--- src/rtl/mccq_pkg.sv ---
// Shared types and constants for the multi-click command qualifier
package mccq_pkg;

  localparam int CNT_W      = 8;
  localparam int TMR_W      = 16;
  localparam int HOUR_W     = 5;
  localparam int CMD_W      = 2;
  localparam int ACT_W      = 2;
  localparam int CFG_IDX_W  = 3;
  localparam int CFG_DATA_W = 16;
  localparam int IN_DATA_W  = 8;
  localparam int OUT_DATA_W = 8;

  localparam logic [CMD_W-1:0] CMD_OTHER = 2'd0;
  localparam logic [CMD_W-1:0] CMD_OPEN  = 2'd1;
  localparam logic [CMD_W-1:0] CMD_CLOSE = 2'd2;
  localparam logic [CMD_W-1:0] CMD_RSVD  = 2'd3;

  localparam logic [ACT_W-1:0] ACT_CLICK = 2'd0;
  localparam logic [ACT_W-1:0] ACT_TICK  = 2'd1;
  localparam logic [ACT_W-1:0] ACT_CLEAR = 2'd2;

  localparam logic [CFG_IDX_W-1:0] REG_OPEN_WIN   = 3'd0;
  localparam logic [CFG_IDX_W-1:0] REG_CLOSE_WIN  = 3'd1;
  localparam logic [CFG_IDX_W-1:0] REG_OPEN_NORM  = 3'd2;
  localparam logic [CFG_IDX_W-1:0] REG_CLOSE_NORM = 3'd3;
  localparam logic [CFG_IDX_W-1:0] REG_TIME_MODE  = 3'd4;
  localparam logic [CFG_IDX_W-1:0] REG_WIN_START  = 3'd5;
  localparam logic [CFG_IDX_W-1:0] REG_WIN_END    = 3'd6;
  localparam logic [CFG_IDX_W-1:0] REG_TIMEOUT    = 3'd7;

  localparam logic [CNT_W-1:0]  CLICKS_RST    = 8'd1;
  localparam logic [HOUR_W-1:0] WIN_START_RST = 5'd22;
  localparam logic [HOUR_W-1:0] WIN_END_RST   = 5'd6;
  localparam logic [TMR_W-1:0]  TIMEOUT_RST   = 16'd500;
  localparam logic [CNT_W-1:0]  COUNT_MAX     = 8'd255;

  typedef struct packed {
    logic [CNT_W-1:0]  open_win;
    logic [CNT_W-1:0]  close_win;
    logic [CNT_W-1:0]  open_norm;
    logic [CNT_W-1:0]  close_norm;
    logic              time_mode;
    logic [HOUR_W-1:0] win_start;
    logic [HOUR_W-1:0] win_end;
    logic [TMR_W-1:0]  timeout;
  } cfg_t;

  typedef struct packed {
    logic [ACT_W-1:0]  action;
    logic [CMD_W-1:0]  cmd;
    logic [HOUR_W-1:0] hour;
    logic              clk_valid;
  } item_t;

  typedef struct packed {
    logic             run_now;
    logic             dispatched;
    logic             ignored;
    logic [CMD_W-1:0] dcmd;
  } res_t;

endpackage

--- src/rtl/mccq_cfg_regs.sv ---
// Configuration register file for the multi-click command qualifier
module mccq_cfg_regs
  import mccq_pkg::*;
(
  input  logic                  clk,
  input  logic                  rst_n,
  input  logic                  cfg_we,
  input  logic [CFG_IDX_W-1:0]  cfg_addr,
  input  logic [CFG_DATA_W-1:0] cfg_wdata,
  output cfg_t                  cfg
);

  cfg_t cfg_r;

  always_ff @(posedge clk) begin
    if (!rst_n) begin
      cfg_r.open_win   <= CLICKS_RST;
      cfg_r.close_win  <= CLICKS_RST;
      cfg_r.open_norm  <= CLICKS_RST;
      cfg_r.close_norm <= CLICKS_RST;
      cfg_r.time_mode  <= 1'b0;
      cfg_r.win_start  <= WIN_START_RST;
      cfg_r.win_end    <= WIN_END_RST;
      cfg_r.timeout    <= TIMEOUT_RST;
    end else if (cfg_we) begin
      case (cfg_addr)
        REG_OPEN_WIN:   cfg_r.open_win   <= cfg_wdata[CNT_W-1:0];
        REG_CLOSE_WIN:  cfg_r.close_win  <= cfg_wdata[CNT_W-1:0];
        REG_OPEN_NORM:  cfg_r.open_norm  <= cfg_wdata[CNT_W-1:0];
        REG_CLOSE_NORM: cfg_r.close_norm <= cfg_wdata[CNT_W-1:0];
        REG_TIME_MODE:  cfg_r.time_mode  <= cfg_wdata[0];
        REG_WIN_START:  cfg_r.win_start  <= cfg_wdata[HOUR_W-1:0];
        REG_WIN_END:    cfg_r.win_end    <= cfg_wdata[HOUR_W-1:0];
        REG_TIMEOUT:    cfg_r.timeout    <= cfg_wdata[TMR_W-1:0];
        default: ;
      endcase
    end
  end

  assign cfg = cfg_r;

endmodule

--- src/rtl/mccq_qualify.sv ---
// Click counting, timeout and dispatch decision state
module mccq_qualify
  import mccq_pkg::*;
(
  input  logic  clk,
  input  logic  rst_n,
  input  logic  step,
  input  item_t item,
  input  cfg_t  cfg,
  output res_t  res
);

  logic [CMD_W-1:0] pend_r, pend_nxt;
  logic [CNT_W-1:0] cnt_r, cnt_nxt;
  logic [TMR_W-1:0] tmr_r, tmr_nxt;
  logic             run_r, run_nxt;

  logic [CMD_W-1:0] cmd_n;
  logic [CNT_W-1:0] req_click, req_tick, cnt_base;

  function automatic logic [CNT_W-1:0] req_f(cfg_t c, logic [CMD_W-1:0] cmd,
                                             logic [HOUR_W-1:0] hour, logic vld);
    logic [CNT_W-1:0] in_win, norm;
    logic             in_hours;
    in_win = CLICKS_RST;
    norm   = CLICKS_RST;
    if (cmd == CMD_OPEN) begin
      in_win = c.open_win;
      norm   = c.open_norm;
    end else if (cmd == CMD_CLOSE) begin
      in_win = c.close_win;
      norm   = c.close_norm;
    end
    if (c.win_start < c.win_end)
      in_hours = (hour >= c.win_start) && (hour < c.win_end);
    else
      in_hours = (hour >= c.win_start) || (hour < c.win_end);
    return (!c.time_mode || !vld || in_hours) ? in_win : norm;
  endfunction

  always_comb begin
    cmd_n     = (item.cmd == CMD_RSVD) ? CMD_OTHER : item.cmd;
    req_click = req_f(cfg, cmd_n, item.hour, item.clk_valid);
    req_tick  = req_f(cfg, pend_r, item.hour, item.clk_valid);
    cnt_base  = (cmd_n != pend_r) ? '0 : cnt_r;
    pend_nxt  = pend_r;
    cnt_nxt   = cnt_r;
    tmr_nxt   = tmr_r;
    run_nxt   = run_r;
    res       = '0;
    case (item.action)
      ACT_CLICK: begin
        if (req_click == CNT_W'(1)) begin
          res.run_now = 1'b1;
        end else begin
          pend_nxt = cmd_n;
          cnt_nxt  = (cnt_base != COUNT_MAX) ? cnt_base + CNT_W'(1) : cnt_base;
          tmr_nxt  = cfg.timeout;
          run_nxt  = 1'b1;
        end
      end
      ACT_TICK: begin
        if (run_r) begin
          if (tmr_r <= TMR_W'(1)) begin
            res.dcmd       = pend_r;
            res.dispatched = (cnt_r >= req_tick);
            res.ignored    = (cnt_r < req_tick);
            pend_nxt       = CMD_OTHER;
            cnt_nxt        = '0;
            tmr_nxt        = '0;
            run_nxt        = 1'b0;
          end else begin
            tmr_nxt = tmr_r - TMR_W'(1);
          end
        end
      end
      ACT_CLEAR: begin
        cnt_nxt = '0;
        tmr_nxt = '0;
        run_nxt = 1'b0;
      end
      default: ;
    endcase
  end

  always_ff @(posedge clk) begin
    if (!rst_n) begin
      pend_r <= CMD_OTHER;
      cnt_r  <= '0;
      tmr_r  <= '0;
      run_r  <= 1'b0;
    end else if (step) begin
      pend_r <= pend_nxt;
      cnt_r  <= cnt_nxt;
      tmr_r  <= tmr_nxt;
      run_r  <= run_nxt;
    end
  end

endmodule

--- src/rtl/multi_click_command_qualifier.sv ---
// Top level of the multi-click command qualifier
//
//   channel | dir | handshake          | contents
//   in_     | in  | in_tvalid/tready   | tuser action, tdata command/hour/clock valid
//   out_    | out | out_tvalid/tready  | tdata run/dispatch/ignore flags and command
//   cfg_    | in  | cfg_we             | cfg_addr register index, cfg_wdata value
//
// One word in, one word out, one word per cycle sustained while out_tready is high.
// A word passes through the input register, then decision logic into the output register.
// The click and timer state advance as a word leaves the input register.
// A stalled output holds its word; the input register still takes a word while it is empty.
// rst_n is synchronous; after reset all required click counts are 1 and the timer is stopped.
module multi_click_command_qualifier
  import mccq_pkg::*;
(
  input  logic                  clk,
  input  logic                  rst_n,
  input  logic                  in_tvalid,
  output logic                  in_tready,
  input  logic [IN_DATA_W-1:0]  in_tdata,   // command_code[1:0], current_hour[6:2], clock_valid[7]
  input  logic [ACT_W-1:0]      in_tuser,   // action[1:0]
  output logic                  out_tvalid,
  input  logic                  out_tready,
  output logic [OUT_DATA_W-1:0] out_tdata,  // run_now[0], dispatched[1], ignored[2],
                                            // dispatched_command[4:3], zero[7:5]
  input  logic                  cfg_we,
  input  logic [CFG_IDX_W-1:0]  cfg_addr,
  input  logic [CFG_DATA_W-1:0] cfg_wdata
);

  cfg_t  cfg;
  item_t item_r;
  res_t  res, res_r;
  logic  in_vld_r, out_vld_r;
  logic  adv, step;

  assign adv       = !out_vld_r || out_tready;
  assign step      = in_vld_r && adv;
  assign in_tready = !in_vld_r || adv;

  mccq_cfg_regs u_cfg (
    .clk       (clk),
    .rst_n     (rst_n),
    .cfg_we    (cfg_we),
    .cfg_addr  (cfg_addr),
    .cfg_wdata (cfg_wdata),
    .cfg       (cfg)
  );

  mccq_qualify u_qual (
    .clk   (clk),
    .rst_n (rst_n),
    .step  (step),
    .item  (item_r),
    .cfg   (cfg),
    .res   (res)
  );

  always_ff @(posedge clk) begin
    if (!rst_n) begin
      in_vld_r  <= 1'b0;
      out_vld_r <= 1'b0;
    end else begin
      if (in_tvalid && in_tready)
        in_vld_r <= 1'b1;
      else if (step)
        in_vld_r <= 1'b0;
      if (adv)
        out_vld_r <= in_vld_r;
    end
  end

  always_ff @(posedge clk) begin
    if (in_tvalid && in_tready) begin
      item_r.action    <= in_tuser;
      item_r.cmd       <= in_tdata[1:0];
      item_r.hour      <= in_tdata[6:2];
      item_r.clk_valid <= in_tdata[7];
    end
    if (step)
      res_r <= res;
  end

  assign out_tvalid = out_vld_r;
  assign out_tdata  = {3'b000, res_r.dcmd, res_r.ignored, res_r.dispatched, res_r.run_now};

endmodule

--- config.mk ---
export PLATFORM = sky130hd
export DESIGN_NAME = multi_click_command_qualifier
export DESIGN_NICKNAME = d
export VERILOG_FILES = /design/src/rtl/mccq_pkg.sv /design/src/rtl/mccq_cfg_regs.sv /design/src/rtl/mccq_qualify.sv /design/src/rtl/multi_click_command_qualifier.sv
export SDC_FILE = /design/constraint.sdc
export NUM_CORES = 1
export LEC_CHECK = 0
export BUFFER_PORTS_ARGS = -buffer_cell sky130_fd_sc_hd__buf_4
export CORE_MARGIN = 1.5
export CORE_UTILIZATION = 40
export CTS_BUF_LIST = sky130_fd_sc_hd__clkbuf_8
export CTS_CLUSTER_SIZE = 20
export DETAILED_ROUTE_END_ITERATION = 10
export GPL_ROUTABILITY_DRIVEN = 0
export PLACE_DENSITY = 0.6
export SETUP_SLACK_MARGIN = 0.02
export SYNTH_ARGS = -nofsm -noshare
export SYNTH_HDL_FRONTEND = slang
export SYNTH_HIERARCHICAL = 1
export SYNTH_SLANG_ARGS = --single-unit
--- constraint.sdc ---
create_clock -name clk -period 10.95 [get_ports clk]
set_clock_uncertainty 0.2 [all_clocks]
set_input_delay 0.5475 -clock clk [delete_from_list [all_inputs] [get_ports clk]]
set_output_delay 0.5475 -clock clk [all_outputs]
set_load 0.005 [all_outputs]
==> results of run 1 <==
[power by group through the flow]
| stage | logic (mW) | registers [mW] | clock network [mW] |
|---|---|---|---|
| 5_1_grt | 0.124 | 0.406 | 0.250 |
| 2_1_floorplan | 0.0809 | 0.410 | 0 |
| 6_report | 0.112 | 0.404 | 0.231 |
| 3_3_place_gp | 0.108 | 0.413 | 0 |
| 4_1_cts | 0.111 | 0.404 | 0.237 |
| 3_5_place_dp | 0.111 | 0.413 | 0 |
[worst paths after layout]
path,slack [ns],start,depth (start not counted),to
max,7.30,u_cfg/cfg[18],15,out_tdata[1]
min,0.14,in_tuser[1],1,item_r[9]
max reg2reg,7.30,u_cfg/cfg[18],15,out_tdata[1]
min reg2reg,0.26,u_cfg/cfg[1],2,u_cfg/cfg[1]
[area by class of cell]
type,instances,area (um2),area share
clock inverter,6,53.8,0.00864
sequential,103,2210,0.355
clock buffer,9,124,0.0199
timing repair buffer,44,330,0.0530
multi-input combinational,449,3190,0.512
inverter,25,93.8,0.0151
tap,180,225,0.0362
[cells in the mapped netlist, types with 3 or more instances]
cell       n  share of area
nor3b_1    3         0.0040
inv_1     23          0.015
o21a_1     4         0.0053
buf_2      9         0.0079
nor4b_1    4         0.0062
nand3_1   10         0.0088
nand4b_1   4         0.0062
nor2_1    27          0.018
a31oi_1    6         0.0066
o21ai_0   17          0.015
mux2i_1   74           0.13
a211oi_1   8          0.011
nor2b_1   31          0.034
nor4_1     6         0.0066
a21oi_1   24          0.021
a22oi_1    4         0.0053
nand2b_1   9         0.0099
nand4_1    7         0.0077
dfxtp_1   88           0.31
o32ai_1    4         0.0062
ha_1      28          0.062
or3_1      5         0.0055
nand2_1   81          0.054
clkbuf_1  20          0.013
edfxtp_1  15          0.079
xor2_1     4         0.0062
buf_4      6         0.0079
a21o_1     4         0.0053
o22a_1     9          0.014
o31ai_1    8          0.011
nor3_1    12          0.011
and2_1     6         0.0066
[layer usage]
layer  vias up  track usage  part of all wire
met5         -            0                 0
met4         0       0.0792             0.017
met3        19       0.0225             0.042
met2       133        0.300              0.47
met1      2170        0.259              0.47
li1       2244            -                 -
[worst register-to-register path, delay by kind of cell (launching register included)]
family,cells,cell delay (ns)
fa+ha+maj,2,0.53
simple gates,2,0.30
mux,1,0.24
flops,1,0.34
buf+inv,2,0.37
compound gates,8,1.45
[metrics by stage]
stage | setup WS [ns] | hold WS, ns
3_5_place_dp | 7.32 | 0.256
4_1_cts | 7.31 | 0.124
6_report | 7.30 | 0.144
2_1_floorplan | 7.23 | 0.234
3_3_place_gp | 7.41 | 0.251
5_1_grt | 7.08 | 0.127
[cells by family after synthesis]
logic type / synth area share
xor+xnor: 0.00926
other cells: 0.000661
flops: 0.390
simple gates: 0.208
fa+ha+maj: 0.0617
compound gates: 0.146
buf+inv: 0.0496
mux: 0.134
[flip-flops by register name, indices dropped and copies added (netlist names)]
signal         count
u_qual/run_r       1
item_r            10
u_qual/cnt_r       8
out_tvalid         1
u_qual/pend_r      2
out_tdata          5
u_cfg/cfg         59
in_vld_r           1
u_qual/tmr_r      16
==> results_dict.tcl, run 1 <==
set metrics [dict create \
    required_ns 10.89 \
    report.final.setup_viol 0 \
    ys_async_sr_fraction 0 \
    drive_gt1_frac 0.118 \
    p_seq_frac 0.541 \
    clock_sinks 103 \
    grt_pass1_wl_um 22200 \
    fillers 1363 \
    crit_type "register to register" \
    start_kind "register" \
    dpl_cell_area_um2 6050 \
    dieArea_um2 14900 \
    p_leak_nw 2.66 \
    p_sw_frac 0.275 \
    cp_top_family "compound AO/OA/AOI/OAI gates" \
    grt_max_degree 62 \
    post-route-util 0.449 \
    io_pins 44 \
    hold_violations 0 \
    core_um2 13900 \
    antenna_found_initial 0 \
    final_common_cell "dfxtp_1" \
    drt-total-wl_um 13700 \
    crit_buf_inv 2 \
    postCtsResizedCells 0 \
    final_cells 816 \
    core.rowCount 43 \
    finalCritPeriodShare 0.333 \
    synth_ff_type "dfxtp_1" \
    ant_nets 0 \
    most-common-layout-cells "dfxtp_1, nand2_1, mux2i_1, buf_4, nor2b_1" \
    clk_latency_ns 0.38 \
    port_buffers 40 \
    synthDistinctLibCells 72 \
    ys_seq_elements 103 \
    fin_area_um2 6230 \
    critPathArrivalTime_ns 3.59 \
    max-vdd-ir-drop_v 0.0000728 \
    htreeDepth 3 \
    holdBufCountCts 0 \
    pwr-share-comb 0.150 \
    die_h_um 122 \
    avgViaCountPerCell 5.60 \
    p_per_area_nw_per_um2 120 \
    crit_fanout 16 \
    fin_crit_ns 3.65 \
    maxSlewViolCount 0 \
    rsz0062_at_grt "no" \
    yosysSeqAreaShare 0.390 \
    power_switching_mw 0.205 \
    status "finished clean" \
    worstMarginPinSlew_ns 0.803 \
    cts-buffers-inserted 9 \
    yosys_warnings 6 \
    postCtsSetupBuffers 0 \
    finalSetupTns_ns 0 \
    slew_headroom 0.464 \
    drtIter0Drc 310 \
    cpMaxStageDelayCell "dfxtp_1" \
    hold_class "input pin to register" \
    maxCapViolCount 0 \
    p_clk_frac 0.309 \
    total_power_mw 0.747 \
    dp.cells 801 \
    cts_root_buffer "clkbuf_8" \
    clk_pin_slew_ns 0.09 \
    syn-cell-area_um2 5680 \
    grt_usage 0.189 \
    die_width_um 122 \
    wire_per_inst_um 16.8 \
    cts_tree "yes" \
    synth_edf_count 15 \
    max_freq_mhz 274 \
    layout-area-overhead-vs-synth_pct 9.74 \
    synthCells 612 \
    fin_nets 694 \
    initial_utilization 0.409 \
    syn_area_per_cell_um2 9.27 \
    clockBufferDepth 2 \
    dr_total_vias 4566 \
    grt_pass1_vias 4386 \
    worstSetupEndpointType "register" \
    slowest_delay_ns 0.34 \
    diodes 0 \
    overflow 0 \
    firstDrtPassIters 5 \
    drc 0 \
    hpwl_um 9970 \
    cp_cell_sequence "inv_1 > ha_1 > nand4_1 > o221a_2 > and2_1 > o21ai_1 > buf_4 > mux2i_1 > o22a_1 > ha_1 > a21o_1 > a21o_1 > a21oi_1 > o21ai_0 > o21a_1" \
    internal_power_mw 0.542 \
]
(Power assumes the default switching activity.)
==> run 2, diff against run 1 <==
- clock period: 10.95 -> 3.57 ns (I/O delays scaled with it)
==> run 2 against run 1 <==
Effect of this change:
- power rose to 3.4 times the previous value
- via count up 3.3%
- worst setup slack worse by 7.2 ns
- cell count up 4.9%
- global-route usage up 0.59 points
- sequential power rose to 3.1 times the previous value
==> results_dict.tcl, run 2 (synthesis results as in run 1) <==
set metrics [dict create \
    multi_input_area_um2 3320 \
    ant_nets 0 \
    final_common_cell "dfxtp_1" \
    maxSlewViolCount 0 \
    slew_headroom 0.462 \
    largest_reg_flops 59 \
    core_um2 13900 \
    cts-buffers-inserted 9 \
    p_per_area_nw_per_um2 370 \
    fin_nets 733 \
    cts_root_buffer "clkbuf_8" \
    p_leak_nw 2.87 \
    grt_usage 0.195 \
    hold_ws_ns 0.0249 \
    die_width_um 122 \
    total_power_mw 2.53 \
    fin_crit_ns 3.49 \
    start_kind "register" \
    firstDrtPassIters 6 \
    grt_pass1_wl_um 22600 \
    crit_fanout 8 \
    r2r_start "item_r[3]" \
    port_buffers 40 \
    wire_per_inst_um 17.0 \
    initial_utilization 0.409 \
    clockBufferDepth 2 \
    drtIter0Drc 303 \
    hold_violations 0 \
    clk_latency_ns 0.38 \
    diodes 0 \
    clk_pin_slew_ns 0.10 \
    drive_gt1_frac 0.161 \
    drc 0 \
    reg2reg_to "out_tdata[1]" \
    seq_area_um2 2220 \
    clock_sinks 103 \
    worstMarginPinSlew_ns 0.805 \
    dr_total_vias 4716 \
    maxCapViolCount 0 \
    crit_start "item_r[3]" \
    drt-total-wl_um 14600 \
    avgViaCountPerCell 5.51 \
    io_pins 44 \
    layout-area-overhead-vs-synth_pct 20.5 \
    r2r.worst_path.cells 16 \
    fillers 1302 \
    hold_class "input pin to register" \
    critPathArrivalTime_ns 3.44 \
    most-common-layout-cells "dfxtp_1, nand2_1, mux2i_1, buf_4, nor2b_1" \
    cts_tree "yes" \
    grt_pass1_vias 4505 \
    status "finished clean" \
    antenna_found_initial 0 \
    core.rowCount 43 \
    finalSetupTns_ns 0 \
    crit_type "register to register" \
    hpwl_um 10100 \
    max-vdd-ir-drop_v 0.000225 \
    max_freq_mhz 286 \
    report.final.setup_viol 0 \
    worstSetupEndpointType "register" \
    htreeDepth 3 \
    grt_max_degree 57 \
    rrSetupSlack_ns 0.08 \
    dieArea_um2 14900 \
    crit_end "out_tdata[1]" \
    post-route-util 0.493 \
    rsz0062_at_grt "yes" \
    finalCritPeriodShare 0.979 \
    required_ns 3.52 \
    die_h_um 122 \
    overflow 0 \
]
==> run 2: cell count changes in the layout (fill, tap and decap cells not counted), moves of 3 or more <==
cell	delta
ha_1	-6
dlygate4sd3_1	+28
ha_4	+4
dfxtp_1	-3
buf_4	+8
dfxtp_2	+3
==> run 2: critical path, cell delays in order (launching register included) <==
cell      delay [ns]
edfxtp_1        0.49
ha_4            0.28
a21o_1          0.19
a31oi_4         0.17
o211ai_1        0.15
nand2_1         0.16
o21ai_4         0.10
buf_12          0.15
mux2i_2         0.14
o22a_1          0.21
ha_1            0.31
nor2b_4         0.13
o21ai_1         0.12
nand2b_1        0.08
a21oi_2         0.14
o21ai_2         0.08
o21a_1          0.16
==> run 2: final cells by class <==
type | instances | share of cell area
clock buffer | 10 | 0.0201
clock inverter | 6 | 0.0157
tap | 180 | 0.0329
inverter | 25 | 0.0137
timing repair buffer | 83 | 0.108
multi-input combinational | 449 | 0.486
sequential | 103 | 0.324
==> run 2: worst min-delay path by stage <==
stage | startpoint | to | slack [ns] | cells after the start
after floorplan | in_tdata[7] | item_r[0] | 0.08 | 0
after global placement | in_tdata[3] | item_r[2] | 0.16 | 1
after detailed placement | in_tdata[7] | item_r[0] | 0.16 | 1
after CTS | cfg_addr[0] | u_cfg/cfg[24] | 0.007 | 3
after global routing | cfg_addr[0] | u_cfg/cfg[24] | 0.03 | 3
final | cfg_addr[0] | u_cfg/cfg[24] | 0.02 | 3
==> run 2: timing repair <==
item | 4_1_cts | 5_1_grt
pin swaps | 0 | 13
gates resized for setup | 1 | 25
hold endpoints to repair | 53 | 0
cloned | 0 | 1
hold buffers | 28 | 0
setup buffers | 0 | 5
endpoints found under the setup margin | 1 | 2
==> run 2: per-stage QoR <==
step	worst slack, ns	area (um2)	std cells
final	0.0752	6840	856
after global routing	-0.0910	6840	856
after CTS	0.0390	6640	850
after detailed placement	0.0425	6100	806
after global placement	0.150	6100	806
after floorplan	0.0927	5690	614
==> run 2: metal layers <==
layer / routed length [um] / global-route usage / part of all wire / up-vias
li1: - / - / - / 2323
met1: 6830 / 0.264 / 0.47 / 2260
met2: 6980 / 0.314 / 0.48 / 114
met3: 514 / 0.0276 / 0.035 / 19
met4: 235 / 0.0727 / 0.016 / 0
met5: 0 / 0 / 0 / -
==> run 2: report_power, final <==
part           total [mW]  internal (mW)  switching, mW
Sequential           1.24           1.21         0.0300
Clock               0.896          0.482          0.413
Combinational       0.391          0.171          0.220
Total                2.53           1.86          0.664
